[src/hw/rtl/sob_pkg.sv]
// ----------------------------------------------------------------------------
// sob_pkg
// shared widths, sine polynomial constants, register indexes and the
// command and status bundles between controller and datapath
// ----------------------------------------------------------------------------
package sob_pkg;

   localparam int PHASE_W = 32;
   localparam int FREQ_W  = 48;
   localparam int STEP_W  = 50;
   localparam int BASE_W  = 31;
   localparam int LEN_W   = 13;
   localparam int OUT_W   = 16;
   localparam int DIVN_W  = 49;
   localparam int DIVD_W  = 13;

   localparam logic [31:0] SIN_A = 32'd51472;
   localparam logic [31:0] SIN_B = 32'd21315;
   localparam logic [31:0] SIN_C = 32'd2611;

   localparam logic CSR_VOICE_COUNT = 1'b0;
   localparam logic CSR_MIN_INC     = 1'b1;

   typedef struct packed {
      logic load;
      logic zero_res;
      logic div_tgt;
      logic div_step;
      logic div_avg;
      logic cap_tgt;
      logic cap_step;
      logic cap_avg;
      logic sin0;
      logic sin1;
      logic sin2;
      logic sin3;
      logic sin4;
      logic out_load;
   } sob_cmd_type;

   typedef struct packed {
      logic div_done;
      logic no_voices;
      logic last_voice;
   } sob_stat_type;

endpackage

[src/hw/rtl/sob_div.sv]
// ----------------------------------------------------------------------------
// sob_div
// restoring unsigned divider, one quotient bit per cycle
// ----------------------------------------------------------------------------
module sob_div import sob_pkg::*; #(
   parameter int NUM_W = 49,
   parameter int DEN_W = 13
) (
   input  logic             clock,
   input  logic             reset,
   input  logic             start,
   input  logic [NUM_W-1:0] dividend,
   input  logic [DEN_W-1:0] divisor,
   output logic             done,
   output logic [NUM_W-1:0] quotient
);

   localparam int CNT_W = $clog2(NUM_W + 1);

   logic [CNT_W-1:0] cnt_ff, cnt_in;
   logic             done_ff, done_in;
   logic [NUM_W-1:0] quo_ff, quo_in;
   logic [DEN_W-1:0] rem_ff, rem_in;
   logic [DEN_W-1:0] den_ff, den_in;
   logic [DEN_W:0]   shifted;

   always_comb begin
      cnt_in  = cnt_ff;
      done_in = 1'b0;
      quo_in  = quo_ff;
      rem_in  = rem_ff;
      den_in  = den_ff;
      shifted = {rem_ff, quo_ff[NUM_W-1]};
      if (start) begin
         cnt_in = CNT_W'(NUM_W);
         quo_in = dividend;
         rem_in = '0;
         den_in = divisor;
      end else if (cnt_ff != '0) begin
         if (shifted >= {1'b0, den_ff}) begin
            rem_in = DEN_W'(shifted - {1'b0, den_ff});
            quo_in = {quo_ff[NUM_W-2:0], 1'b1};
         end else begin
            rem_in = shifted[DEN_W-1:0];
            quo_in = {quo_ff[NUM_W-2:0], 1'b0};
         end
         cnt_in = cnt_ff - 1'b1;
         done_in = (cnt_ff == CNT_W'(1));
      end
   end

   always_ff @(posedge clock) begin
      if (reset) begin
         cnt_ff  <= '0;
         done_ff <= 1'b0;
      end else begin
         cnt_ff  <= cnt_in;
         done_ff <= done_in;
      end
      quo_ff <= quo_in;
      rem_ff <= rem_in;
      den_ff <= den_in;
   end

   assign done     = done_ff;
   assign quotient = quo_ff;

endmodule

[src/hw/rtl/sob_datapath.sv]
// ----------------------------------------------------------------------------
// sob_datapath
// voice state, configuration registers, sine evaluation, glide arithmetic
// and the shared divider
// ----------------------------------------------------------------------------
module sob_datapath import sob_pkg::*; #(
   parameter int MAX_VOICE_COUNT  = 8,
   parameter int SINE_TABLE_DEPTH = 1024,
   parameter int IW               = 3
) (
   input  logic                     clock,
   input  logic                     reset,
   input  logic                     csr_write,
   input  logic                     csr_index,
   input  logic [BASE_W-1:0]        csr_wdata,
   input  logic [BASE_W-1:0]        req_base_increment,
   input  logic [LEN_W-1:0]         req_block_length,
   input  sob_cmd_type              cmd,
   input  logic [IW-1:0]            voice_idx,
   output sob_stat_type             stat,
   output logic signed [OUT_W-1:0]  rsp_sample
);

   localparam int NV_W    = $clog2(MAX_VOICE_COUNT + 1);
   localparam int SUM_W   = $clog2(MAX_VOICE_COUNT) + 17;
   localparam int PHASE_L = $clog2(SINE_TABLE_DEPTH);
   localparam logic [PHASE_W-1:0] PHASE_MASK =
      ~((PHASE_W'(1) << (PHASE_W - PHASE_L)) - PHASE_W'(1));
   localparam logic [FREQ_W-1:0] FREQ_MAX = '1;

   logic [3:0]             voice_count_ff;
   logic [BASE_W-1:0]      min_inc_ff;
   logic [PHASE_W-1:0]     phase_ff [MAX_VOICE_COUNT];
   logic [FREQ_W-1:0]      freq_ff  [MAX_VOICE_COUNT];
   logic signed [STEP_W-1:0] step_ff [MAX_VOICE_COUNT];
   logic [BASE_W-1:0]      base_ff;
   logic [LEN_W-1:0]       len_ff;
   logic                   diff_neg_ff;
   logic [DIVN_W-1:0]      diff_mag_ff;
   logic [15:0]            z_ff, z2_ff, t1_ff, t_ff;
   logic                   neg_half_ff;
   logic signed [SUM_W-1:0] sum_ff;
   logic [OUT_W-1:0]       res_ff;
   logic [OUT_W-1:0]       rsp_sample_ff;

   logic [NV_W-1:0]        n_act;
   logic                   div_start, div_done;
   logic [DIVN_W-1:0]      div_num, div_quo;
   logic [DIVD_W-1:0]      div_den;
   logic [SUM_W-1:0]       sum_mag;
   logic [46:0]            tgt_v;
   logic [46:0]            floor_v;
   logic signed [STEP_W-1:0] diff_v;
   logic signed [STEP_W-1:0] quo_s;
   logic [PHASE_W-1:0]     q_v;
   logic [30:0]            r_v;
   logic [31:0]            y_full;
   logic [15:0]            y_sat;
   logic signed [SUM_W-1:0] y_s;
   logic signed [STEP_W:0] f_v;
   logic [FREQ_W-1:0]      f_clamp;
   logic [OUT_W-1:0]       avg_v;

   assign n_act = (32'(voice_count_ff) > 32'(MAX_VOICE_COUNT)) ?
                  NV_W'(MAX_VOICE_COUNT) : NV_W'(voice_count_ff);

   assign stat.no_voices  = (n_act == '0);
   assign stat.last_voice = (32'(voice_idx) + 32'd1 == 32'(n_act));
   assign stat.div_done   = div_done;

   assign sum_mag = sum_ff[SUM_W-1] ? SUM_W'(-sum_ff) : SUM_W'(sum_ff);

   assign div_start = cmd.div_tgt | cmd.div_step | cmd.div_avg;

   always_comb begin
      if (cmd.div_tgt) begin
         div_num = DIVN_W'({base_ff, 16'b0});
         div_den = DIVD_W'(voice_idx) + DIVD_W'(1);
      end else if (cmd.div_step) begin
         div_num = diff_mag_ff;
         div_den = len_ff;
      end else begin
         div_num = DIVN_W'(sum_mag);
         div_den = DIVD_W'(n_act);
      end
   end

   sob_div #(
      .NUM_W(DIVN_W),
      .DEN_W(DIVD_W)
   ) u_div (
      .clock   (clock),
      .reset   (reset),
      .start   (div_start),
      .dividend(div_num),
      .divisor (div_den),
      .done    (div_done),
      .quotient(div_quo)
   );

   // target clamp and signed difference to the current frequency
   always_comb begin
      floor_v = {min_inc_ff, 16'b0};
      tgt_v   = div_quo[46:0];
      if (voice_idx != '0 && tgt_v < floor_v)
         tgt_v = floor_v;
      diff_v = $signed({3'b0, tgt_v}) - $signed({2'b0, freq_ff[voice_idx]});
      quo_s  = $signed({1'b0, div_quo});
      if (diff_neg_ff)
         quo_s = -quo_s;
   end

   // quarter-wave fold of the quantised phase
   always_comb begin
      q_v = phase_ff[voice_idx] & PHASE_MASK;
      r_v = {1'b0, q_v[29:0]};
      if (q_v[30])
         r_v = 31'h4000_0000 - r_v;
   end

   always_comb begin
      y_full = (32'(z_ff) * 32'(t_ff)) >> 15;
      y_sat  = (y_full > 32'd32767) ? 16'd32767 : y_full[15:0];
      y_s    = neg_half_ff ? -$signed(SUM_W'(y_sat)) : $signed(SUM_W'(y_sat));
      f_v    = $signed({3'b0, freq_ff[voice_idx]})
             + $signed({step_ff[voice_idx][STEP_W-1], step_ff[voice_idx]});
      if (f_v < 0)
         f_clamp = '0;
      else if (f_v > $signed({3'b0, FREQ_MAX}))
         f_clamp = FREQ_MAX;
      else
         f_clamp = f_v[FREQ_W-1:0];
      avg_v = sum_ff[SUM_W-1] ? OUT_W'(-div_quo[OUT_W-1:0]) : div_quo[OUT_W-1:0];
   end

   always_ff @(posedge clock) begin
      if (reset) begin
         voice_count_ff <= 4'd8;
         min_inc_ff     <= '0;
         for (int i = 0; i < MAX_VOICE_COUNT; i++) begin
            phase_ff[i] <= '0;
            freq_ff[i]  <= '0;
            step_ff[i]  <= '0;
         end
      end else begin
         if (csr_write) begin
            unique case (csr_index)
               CSR_VOICE_COUNT: voice_count_ff <= csr_wdata[3:0];
               CSR_MIN_INC:     min_inc_ff     <= csr_wdata;
               default: ;
            endcase
         end
         if (cmd.cap_step)
            step_ff[voice_idx] <= quo_s;
         if (cmd.sin4) begin
            freq_ff[voice_idx]  <= f_clamp;
            phase_ff[voice_idx] <= phase_ff[voice_idx] + f_clamp[FREQ_W-1:16];
         end
      end
   end

   always_ff @(posedge clock) begin
      if (cmd.load) begin
         base_ff <= req_base_increment;
         len_ff  <= (req_block_length == '0) ? LEN_W'(1) : req_block_length;
         sum_ff  <= '0;
      end
      if (cmd.cap_tgt) begin
         diff_neg_ff <= diff_v[STEP_W-1];
         diff_mag_ff <= diff_v[STEP_W-1] ? DIVN_W'(-diff_v) : DIVN_W'(diff_v);
      end
      if (cmd.sin0) begin
         z_ff        <= r_v[30:15];
         neg_half_ff <= q_v[31];
      end
      if (cmd.sin1)
         z2_ff <= 16'((32'(z_ff) * 32'(z_ff)) >> 15);
      if (cmd.sin2)
         t1_ff <= 16'(SIN_B - ((SIN_C * 32'(z2_ff)) >> 15));
      if (cmd.sin3)
         t_ff <= 16'(SIN_A - ((32'(z2_ff) * 32'(t1_ff)) >> 15));
      if (cmd.sin4)
         sum_ff <= sum_ff + y_s;
      if (cmd.zero_res)
         res_ff <= '0;
      else if (cmd.cap_avg)
         res_ff <= avg_v;
      if (cmd.out_load)
         rsp_sample_ff <= res_ff;
   end

   assign rsp_sample = $signed(rsp_sample_ff);

endmodule

[src/hw/rtl/sob_ctrl.sv]
// ----------------------------------------------------------------------------
// sob_ctrl
// sequencer: glide setup per voice, sine and update per voice, averaging
// and the result handshake
// ----------------------------------------------------------------------------
module sob_ctrl import sob_pkg::*; #(
   parameter int IW = 3
) (
   input  logic          clock,
   input  logic          reset,
   input  logic          req_valid,
   output logic          req_stall,
   input  logic          req_block_start,
   output logic          rsp_valid,
   input  logic          rsp_stall,
   input  sob_stat_type  stat,
   output sob_cmd_type   cmd,
   output logic [IW-1:0] voice_idx
);

   typedef enum logic [3:0] {
      IDLE, TGT_GO, TGT_WAIT, STEP_GO, STEP_WAIT,
      SIN0, SIN1, SIN2, SIN3, SIN4, AVG_GO, AVG_WAIT, OUT
   } state_type;

   state_type     state_ff;
   logic [IW-1:0] idx_ff;
   logic          rsp_valid_ff;
   logic          accept;
   logic          out_free;

   assign accept   = req_valid && !req_stall;
   assign out_free = !rsp_valid_ff || !rsp_stall;

   always_comb begin
      cmd = '0;
      unique case (state_ff)
         IDLE: begin
            cmd.load     = accept;
            cmd.zero_res = accept && stat.no_voices;
         end
         TGT_GO:    cmd.div_tgt  = 1'b1;
         TGT_WAIT:  cmd.cap_tgt  = stat.div_done;
         STEP_GO:   cmd.div_step = 1'b1;
         STEP_WAIT: cmd.cap_step = stat.div_done;
         SIN0:      cmd.sin0     = 1'b1;
         SIN1:      cmd.sin1     = 1'b1;
         SIN2:      cmd.sin2     = 1'b1;
         SIN3:      cmd.sin3     = 1'b1;
         SIN4:      cmd.sin4     = 1'b1;
         AVG_GO:    cmd.div_avg  = 1'b1;
         AVG_WAIT:  cmd.cap_avg  = stat.div_done;
         OUT:       cmd.out_load = out_free;
         default: ;
      endcase
   end

   always_ff @(posedge clock) begin
      if (reset) begin
         state_ff     <= IDLE;
         idx_ff       <= '0;
         rsp_valid_ff <= 1'b0;
      end else begin
         if (state_ff == OUT && out_free)
            rsp_valid_ff <= 1'b1;
         else if (rsp_valid_ff && !rsp_stall)
            rsp_valid_ff <= 1'b0;
         unique case (state_ff)
            IDLE: begin
               idx_ff <= '0;
               if (accept) begin
                  if (stat.no_voices)
                     state_ff <= OUT;
                  else if (req_block_start)
                     state_ff <= TGT_GO;
                  else
                     state_ff <= SIN0;
               end
            end
            TGT_GO:   state_ff <= TGT_WAIT;
            TGT_WAIT: if (stat.div_done) state_ff <= STEP_GO;
            STEP_GO:  state_ff <= STEP_WAIT;
            STEP_WAIT: begin
               if (stat.div_done) begin
                  if (stat.last_voice) begin
                     idx_ff   <= '0;
                     state_ff <= SIN0;
                  end else begin
                     idx_ff   <= idx_ff + 1'b1;
                     state_ff <= TGT_GO;
                  end
               end
            end
            SIN0: state_ff <= SIN1;
            SIN1: state_ff <= SIN2;
            SIN2: state_ff <= SIN3;
            SIN3: state_ff <= SIN4;
            SIN4: begin
               if (stat.last_voice) begin
                  state_ff <= AVG_GO;
               end else begin
                  idx_ff   <= idx_ff + 1'b1;
                  state_ff <= SIN0;
               end
            end
            AVG_GO:   state_ff <= AVG_WAIT;
            AVG_WAIT: if (stat.div_done) state_ff <= OUT;
            OUT: begin
               if (out_free)
                  state_ff <= IDLE;
            end
            default: state_ff <= IDLE;
         endcase
      end
   end

   // no transaction is taken while reset is held
   assign req_stall = reset || (state_ff != IDLE);
   assign rsp_valid = rsp_valid_ff;
   assign voice_idx = idx_ff;

   a_out_no_overwrite: assert property (@(posedge clock) disable iff (reset)
      cmd.out_load |-> !(rsp_valid_ff && rsp_stall))
      else $error("result overwritten while stalled");

   a_div_done_waited: assert property (@(posedge clock) disable iff (reset)
      stat.div_done |-> (state_ff == TGT_WAIT || state_ff == STEP_WAIT ||
                         state_ff == AVG_WAIT))
      else $error("divider finished outside a wait state");

   a_accept_leaves_idle: assert property (@(posedge clock) disable iff (reset)
      accept |=> state_ff != IDLE)
      else $error("accepted transaction not started");

endmodule

[src/hw/rtl/subharmonic_oscillator_bank_core.sv]
// ----------------------------------------------------------------------------
// subharmonic_oscillator_bank_core
// bank of gliding sine voices, one averaged sample per sample tick
// ----------------------------------------------------------------------------
//  channel  direction  ports                                     handshake
//  req      in         block_start, base_increment, block_length valid/stall
//  rsp      out        sample                                    valid/stall
//  csr      in         index, wdata                              write strobe
//
//  with n active voices a plain tick runs the sine steps for each voice and
//  one averaging division, and a block start adds two divider passes per voice;
//  the shared one-bit-per-cycle divider sets most of the transaction time
//  zero voices: result zero; reset clears all voice state at once
//  a finished result waits in the output register while the next
//  transaction is accepted
// ----------------------------------------------------------------------------
module subharmonic_oscillator_bank_core import sob_pkg::*; #(
   parameter int MAX_VOICE_COUNT  = 8,
   parameter int SINE_TABLE_DEPTH = 1024
) (
   input  logic                    clock,
   input  logic                    reset,
   input  logic                    csr_write,
   input  logic                    csr_index,
   input  logic [BASE_W-1:0]       csr_wdata,
   input  logic                    req_valid,
   output logic                    req_stall,
   input  logic                    req_block_start,
   input  logic [BASE_W-1:0]       req_base_increment,
   input  logic [LEN_W-1:0]        req_block_length,
   output logic                    rsp_valid,
   input  logic                    rsp_stall,
   output logic signed [OUT_W-1:0] rsp_sample
);

   localparam int IW = (MAX_VOICE_COUNT > 1) ? $clog2(MAX_VOICE_COUNT) : 1;

   sob_cmd_type   cmd;
   sob_stat_type  stat;
   logic [IW-1:0] voice_idx;

   sob_ctrl #(
      .IW(IW)
   ) u_ctrl (
      .clock          (clock),
      .reset          (reset),
      .req_valid      (req_valid),
      .req_stall      (req_stall),
      .req_block_start(req_block_start),
      .rsp_valid      (rsp_valid),
      .rsp_stall      (rsp_stall),
      .stat           (stat),
      .cmd            (cmd),
      .voice_idx      (voice_idx)
   );

   sob_datapath #(
      .MAX_VOICE_COUNT (MAX_VOICE_COUNT),
      .SINE_TABLE_DEPTH(SINE_TABLE_DEPTH),
      .IW              (IW)
   ) u_datapath (
      .clock             (clock),
      .reset             (reset),
      .csr_write         (csr_write),
      .csr_index         (csr_index),
      .csr_wdata         (csr_wdata),
      .req_base_increment(req_base_increment),
      .req_block_length  (req_block_length),
      .cmd               (cmd),
      .voice_idx         (voice_idx),
      .stat              (stat),
      .rsp_sample        (rsp_sample)
   );

endmodule

[config.mk]
export PLATFORM = sky130hd
export DESIGN_NAME = subharmonic_oscillator_bank_core
export DESIGN_NICKNAME = d
export VERILOG_FILES = /design/src/hw/rtl/sob_pkg.sv /design/src/hw/rtl/sob_div.sv /design/src/hw/rtl/sob_datapath.sv /design/src/hw/rtl/sob_ctrl.sv /design/src/hw/rtl/subharmonic_oscillator_bank_core.sv
export SDC_FILE = /design/constraint.sdc
export NUM_CORES = 2
export LEC_CHECK = 0
export ABC_CLOCK_PERIOD_IN_PS = 19150
export BUFFER_PORTS_ARGS = -buffer_cell sky130_fd_sc_hd__clkbuf_2
export CORE_MARGIN = 8
export CORE_UTILIZATION = 45
export CTS_CLUSTER_DIAMETER = 60
export DETAILED_ROUTE_END_ITERATION = 16
export GPL_TIMING_DRIVEN = 1
export SLEW_MARGIN = 20
export SYNTH_ARGS = -nofsm -noshare
export SYNTH_HDL_FRONTEND = slang
export SYNTH_SLANG_ARGS = --single-unit
[constraint.sdc]
create_clock -name clock -period 19.15 [get_ports clock]
set_input_delay 2.8725 -clock clock [delete_from_list [all_inputs] [get_ports clock]]
set_output_delay 2.8725 -clock clock [all_outputs]
set_load 0.02 [all_outputs]
; ---- Yosys cells after proc, flatten, opt, wreduce, memory -nomap -nowiden
; Memory sizes are Yosys's and may differ from the RTL's. A register that Yosys moved wholly into a read port is not among the register bits.
; Index checks and enable logic that the tools add are counted.
[classes]
n_addsub = 17
mul = 4
eq_ne = 20
magnitude_cmp = 6
bitwise = 4
n_reduce_logical = 29
n_mux = 75
[ops]
columns = cell, n
row1 = 49-bit 2-to-1 mux, 5
row2 = 48-bit 2-to-1 mux, 3
row3 = 50-bit 2-to-1 mux, 2
row4 = 20-bit 2-to-1 mux, 4
row5 = 16-bit by 16-bit multiplier with 31-bit output, 2
row6 = 4-bit one-hot mux with 13 select lines, 1
row7 = 49-bit by 50-bit adder with 51-bit output, 1
row8 = 51-bit by 49-bit greater-than comparator with 1-bit output (second input constant), 1
row9 = 51-bit by 1-bit < comparator with 1-bit output (second input constant), 1
row10 = 49-bit negation with 50-bit output, 1
row11 = 50-bit OR reduction, 1
row12 = 49-bit negation, 1
row13 = 47-bit by 48-bit subtractor with 49-bit output, 1
row14 = 48-bit OR reduction, 1
row15 = 47-bit < comparator, 1
row16 = 47-bit 2-to-1 mux, 1
row17 = 3-bit 2-to-1 mux, 14
row18 = 13-bit 2-to-1 mux, 3
row19 = 32-bit adder, 1
row20 = 32-bit by 4-bit == test with 1-bit output, 1
row21 = 16-bit by 16-bit multiplier with 32-bit output, 1
row22 = 16-bit 2-to-1 mux, 2
row23 = 32-bit 2-to-1 mux, 1
row24 = 4-bit 2-to-1 mux, 8
row25 = 44 further kinds, 97
[word_totals]
in_bits = 82
output_inout_bits = 18
mem_bits_rw = 1040
ff_bits = 336
wordCells = 182
n_memories = 3
[mem_list]
columns = name, words, width, rd, rd_ports_with_merged_regs, wr, line_no
row1 = u_datapath.step_ff, 8, 50, 1, 1, 8, sob_datapath.sv:35  ; logic signed [STEP_W-1:0] step_ff [MAX_VOICE_COUNT];
row2 = u_datapath.freq_ff, 8, 48, 1, 1, 8, sob_datapath.sv:34  ; logic [FREQ_W-1:0] freq_ff [MAX_VOICE_COUNT];
row3 = u_datapath.phase_ff, 8, 32, 1, 1, 8, sob_datapath.sv:33  ; logic [PHASE_W-1:0] phase_ff [MAX_VOICE_COUNT];

; ---- Logic depth before layout (Yosys ltp)
[depth]
word_depth = 8
ltp_mapped = 45
mapped_depth_nobuf = 41

; ---- Modules after synthesis
; Synthesis repeated with hierarchy kept, for this count alone.
[hier_totals]
cells_unflattened = 8010
area_unflattened_um2 = 85447.0
[modules_own_cells]
columns = module, cells_each, seq_area_each_um2, area_per_inst_um2, n_inst
row1 = sob_datapath, 7597, 37836.3, 80667.4, 1
row2 = sob_div, 322, 2262.2, 4083.9, 1
row3 = sob_ctrl, 91, 160.2, 695.7, 1

; ---- Worst setup path before layout
; OpenSTA, ideal clock, no wires.
[synth_timing]
kind = reg2reg
startpoint = register u_datapath.z_ff[13]
endpoint = register u_datapath.sum_ff[19], data pin
stages_incl_launch_ff = 43
synth_period_minus_slack_ps = 9935
arrival_time_ps = 9669
path_slack_ps = 9215
setup_time_ps = 266
path_buffers = 4
t_required_ps = 18884
cell_sequence = edfxtp_1 > clkbuf_1 > and2_1 > fa_1 > inv_1 > fa_1 > inv_1 > fa_1 > inv_1 > fa_1 > inv_1 > fa_1 > inv_1 > fa_1 > inv_1 > ha_1 > and2_1 > a21o_1 > [7 not listed] > ha_1 > nand2_1 > or3_1 > a31oi_1 > o21ai_0 > ha_1 > or4_1 > a311o_1 > o211ai_1 > a31oi_1 > and4_1 > a2111oi_0 > nor2b_1 > o21ai_0 > nand2b_1 > a31oi_1 > xnor2_1 > nor2_1
[synth_via]
elab_chain_cells = 7
[synth_lines]
columns = element, line_no
row1 = "start, declared", sob_datapath.sv:40  ; logic [15:0] z_ff, z2_ff, t1_ff, t_ff;
row2 = "start signal, assigned", sob_datapath.sv:173  ; z_ff <= r_v[30:15];
row3 = 16-bit by 16-bit multiplier with 32-bit output *, sob_datapath.sv:122  ; y_full = (32'(z_ff) * 32'(t_ff)) >> 15;
row4 = 17-bit by 15-bit greater-than comparator with 1-bit output, sob_datapath.sv:123  ; y_sat = (y_full > 32'd32767) ? 16'd32767 : y_full[15:0];
row5 = 16-bit 2-to-1 mux *, sob_datapath.sv:123
row6 = 16-bit negation with 20-bit output, sob_datapath.sv:124  ; y_s = neg_half_ff ? -$signed(SUM_W'(y_sat)) : $signed(SUM_W'(y_sat));
row7 = 20-bit 2-to-1 mux *, sob_datapath.sv:124
row8 = 20-bit adder *, sob_datapath.sv:183  ; sum_ff <= sum_ff + y_s;
row9 = 20-bit 2-to-1 mux *, sob_datapath.sv:182  ; if (cmd.sin4)
row10 = "end signal, assigned", sob_datapath.sv:183
row11 = "end, declared", sob_datapath.sv:42  ; logic signed [SUM_W-1:0] sum_ff;
; Every way passes the cells marked *; elsewhere a longest branch is shown, timed or not.
; A chain may end at the register's enable or synchronous reset.

==> results.cfg <==
[floorplanning]
initial_core_util = 0.452
num_rows = 162
die_h_um = 458
coreArea_um2 = 194000
die_w_um = 458
io_pins = 100
die_area_um2 = 210000

[clock_network]
cts_htree_levels = 4
insertion_delay_ns = 0.83
cts-hold-fix-buffers = 0
clock-sinks = 1370
clockBufferDepth = 3
clk_pin_slew_ns = 0.06
cts_tree = built
ctsResizeCount = 0
cts_root_buffer = clkbuf_16
post_cts_buffers = 0
cts_buffers = 158

[critical_path]
crit_fanout = 44
cpMostUsedCell = buf_4
cp-end-kind = flip-flop
critPathKind = reg -> reg
worst-r2r-setup-slack_ns = 7.44
slowest_stage = buf_4
cp.arrival_ns = 12.19
slowest_delay_ns = 0.83
startpoint_type = flip-flop
required_ns = 19.63

[drt]
vias = 60204
wl_per_cell_um = 24.2
drtPass1Iterations = 10
vias_per_cell = 5.76
wirelength_um = 253000
drtIter0Drc = 5689
drcViolationCount = 0
antenna_left = 0

[synth]
ys_seq_area_frac = 0.459
ys_types = 108
ys_ff_latch = 1370
synthFlopType = edfxtp_1
synth_edf_count = 1288
async_flop_share = 0
syn_area_um2 = 87800
syn_avg_cell_area_um2 = 11.2
syn_inst = 7808
yosys_warnings = 0

[placed_design]
io_buffers = 99
globalplace.congestion = 0.894
dp.cells = 10166
dp.final_hpwl_um = 170000
place_area_um2 = 91100

[timing]
max_freq_mhz = 85.4
hold_viol = 0
rsz0062_at_grt = no
fin_crit_sh = 0.611
min_period_ns = 11.71
tns_ns = 0
tightestPinTransition_ns = 1.22
setup_viol = 0
slew_violations = 0
clock_skew_ns = 0.0559
slew_headroom = 0.181

[run_status]
status = finished clean

[layout]
diodes = 0
layout.nets = 8774
drive_above_1_share = 0.120
fin_area_um2 = 96300
fillers = 17297
final_util = 0.496
final_cell_count_no_fill = 10460
area_delta_synth_final_pct = 9.69

[pwr]
power_frac_seq = 0.218
internal-power_uw = 9770
power_density_nw_per_um2 = 189
irDropWorstVdd_mv = 0.476
p_sw_frac = 0.465
pwr-share-comb = 0.617
power_switching_uw = 8480
clkPwrFrac = 0.165
p_leak_uw = 0.0391

[grt]
antenna_found_initial = 3
grt_pass1_vias = 61599
grtUsageTotal = 0.237
grt_pass1_wl_um = 383000
grt_max_degree = 133
grt-ovfl-total = 0

[run]
drv_cap = 0

[hold_path]
hold_path_class = reg -> reg
-- worst max-delay path, delay by kind of cell, from the launching register on --
kind                       cells  cell delay, ns
AOI/OAI and AO/OA             17            4.99
buffers and inverters          5            2.55
muxes                          2            1.00
DFF                            1            0.76
adders and majority gates      2            0.75
and+or+nand+nor                4            0.65
xor gates and xnor gates       1            0.40
-- power groups by stage --
stage | combinational, uW | clock [uW] | sequential [uW]
after floorplan | 8380 | 0 | 3890
after global placement | 11000 | 0 | 4030
after detailed placement | 11200 | 0 | 4040
after CTS | 11300 | 3050 | 3980
after global routing | 12500 | 3150 | 4010
final | 11300 | 3000 | 3980
-- routing by layer --
metal | global-route usage | wire length, um | vias up | part of all wire
met3 | 0.0322 | 15700 | 427 | 0.062
met5 | 0 | 0 | - | 0
li1 | - | - | 27303 | -
met1 | 0.308 | 104000 | 30358 | 0.41
met2 | 0.406 | 124000 | 2116 | 0.49
met4 | 0.0891 | 10600 | 0 | 0.042
-- cell usage after synthesis (96+ instances only) --
master	number	share of area
xnor2_1	179	0.018
o21ai_0	168	0.0096
ha_1	554	0.079
nor2_1	1287	0.055
a21oi_1	317	0.018
a21o_1	104	0.0089
nand2_1	552	0.024
mux4_2	260	0.067
xor2_1	161	0.016
nor3_1	96	0.0055
edfxtp_1	1288	0.44
fa_1	352	0.080
clkbuf_1	348	0.015
mux2_2	111	0.014
and2_1	257	0.018
inv_1	722	0.031
-- registers in the layout, summed over array words and instances (netlist names), 20 cells and up, named ones only --
register,count
u_datapath.freq_ff,384
u_datapath.base_ff,31
u_datapath.min_inc_ff,31
u_datapath.sum_ff,20
u_datapath.diff_mag_ff,49
u_datapath.step_ff,400
u_datapath.u_div.quotient,49
u_datapath.phase_ff,256
-- final cells by class --
class	instances	area [um2]	area share
inverter	725	2720	0.0283
tap	2542	3180	0.0330
clock inverter	90	888	0.00922
clock buffer	202	4280	0.0445
multi-input combinational	5317	43500	0.452
timing repair buffer	214	1390	0.0144
sequential	1370	40300	0.419
-- cells by family after synthesis --
group,after synthesis,share of synthesized area
buf+inv,1131,0.0486
flops,1370,0.459
compound gates,1003,0.0753
other cells,2,0.0000855
mux,445,0.0894
xor+xnor,344,0.0347
fa+ha+maj,906,0.159
simple gates,2607,0.134
-- layout by cell type (no fill, tap or decap), types with 16 or more instances in the layout --
master     instances
o21ai_0          167
nor2b_1           61
edfxtp_1        1288
nand2_2           18
a21o_1           104
nand4_1           29
clkinv_2          16
or2_2             29
a222oi_1          27
and3_1            31
a211oi_1          45
nand2_1          526
o21bai_1          26
dfxtp_1           79
ha_1             554
clkbuf_1          32
clkbuf_2          99
nor3_1            91
mux4_2           260
clkbuf_16        162
a31oi_1           39
o21a_1            34
and2_1           257
o31ai_1           32
xor2_1           161
or3_1             40
buf_4            112
nor4_1            20
inv_1            721
nor2_1          1285
mux2i_1           72
nand3_1           64
a21oi_1          316
mux2_2           111
o211ai_1          22
fa_1             352
xnor2_1          179
nand2b_1          51
clkinv_1          26
-- per-stage QoR --
stage | hold WS, ns | setup slack (ns) | total power (uW)
2_1_floorplan | 0.408 | 9.22 | 12300
3_3_place_gp | 0.428 | 7.73 | 15100
3_5_place_dp | 0.418 | 7.55 | 15200
4_1_cts | 0.432 | 7.48 | 18300
5_1_grt | 0.435 | 6.58 | 19700
6_report | 0.434 | 7.44 | 18300
-- path summary, 6_finish.rpt --
| check | endpoint | from | depth (start not counted) |
|---|---|---|---|
| worst max-delay path | u_datapath.phase_ff[2][31] | flip-flop | 31 |
| worst min-delay path | u_datapath.rsp_sample[9] | u_datapath.res_ff[9] | 0 |
| worst max register to register | u_datapath.phase_ff[2][31] | flip-flop | 31 |
| worst min register to register | u_datapath.rsp_sample[9] | u_datapath.res_ff[9] | 0 |
Note: power is estimated with default switching activity, not from simulation.
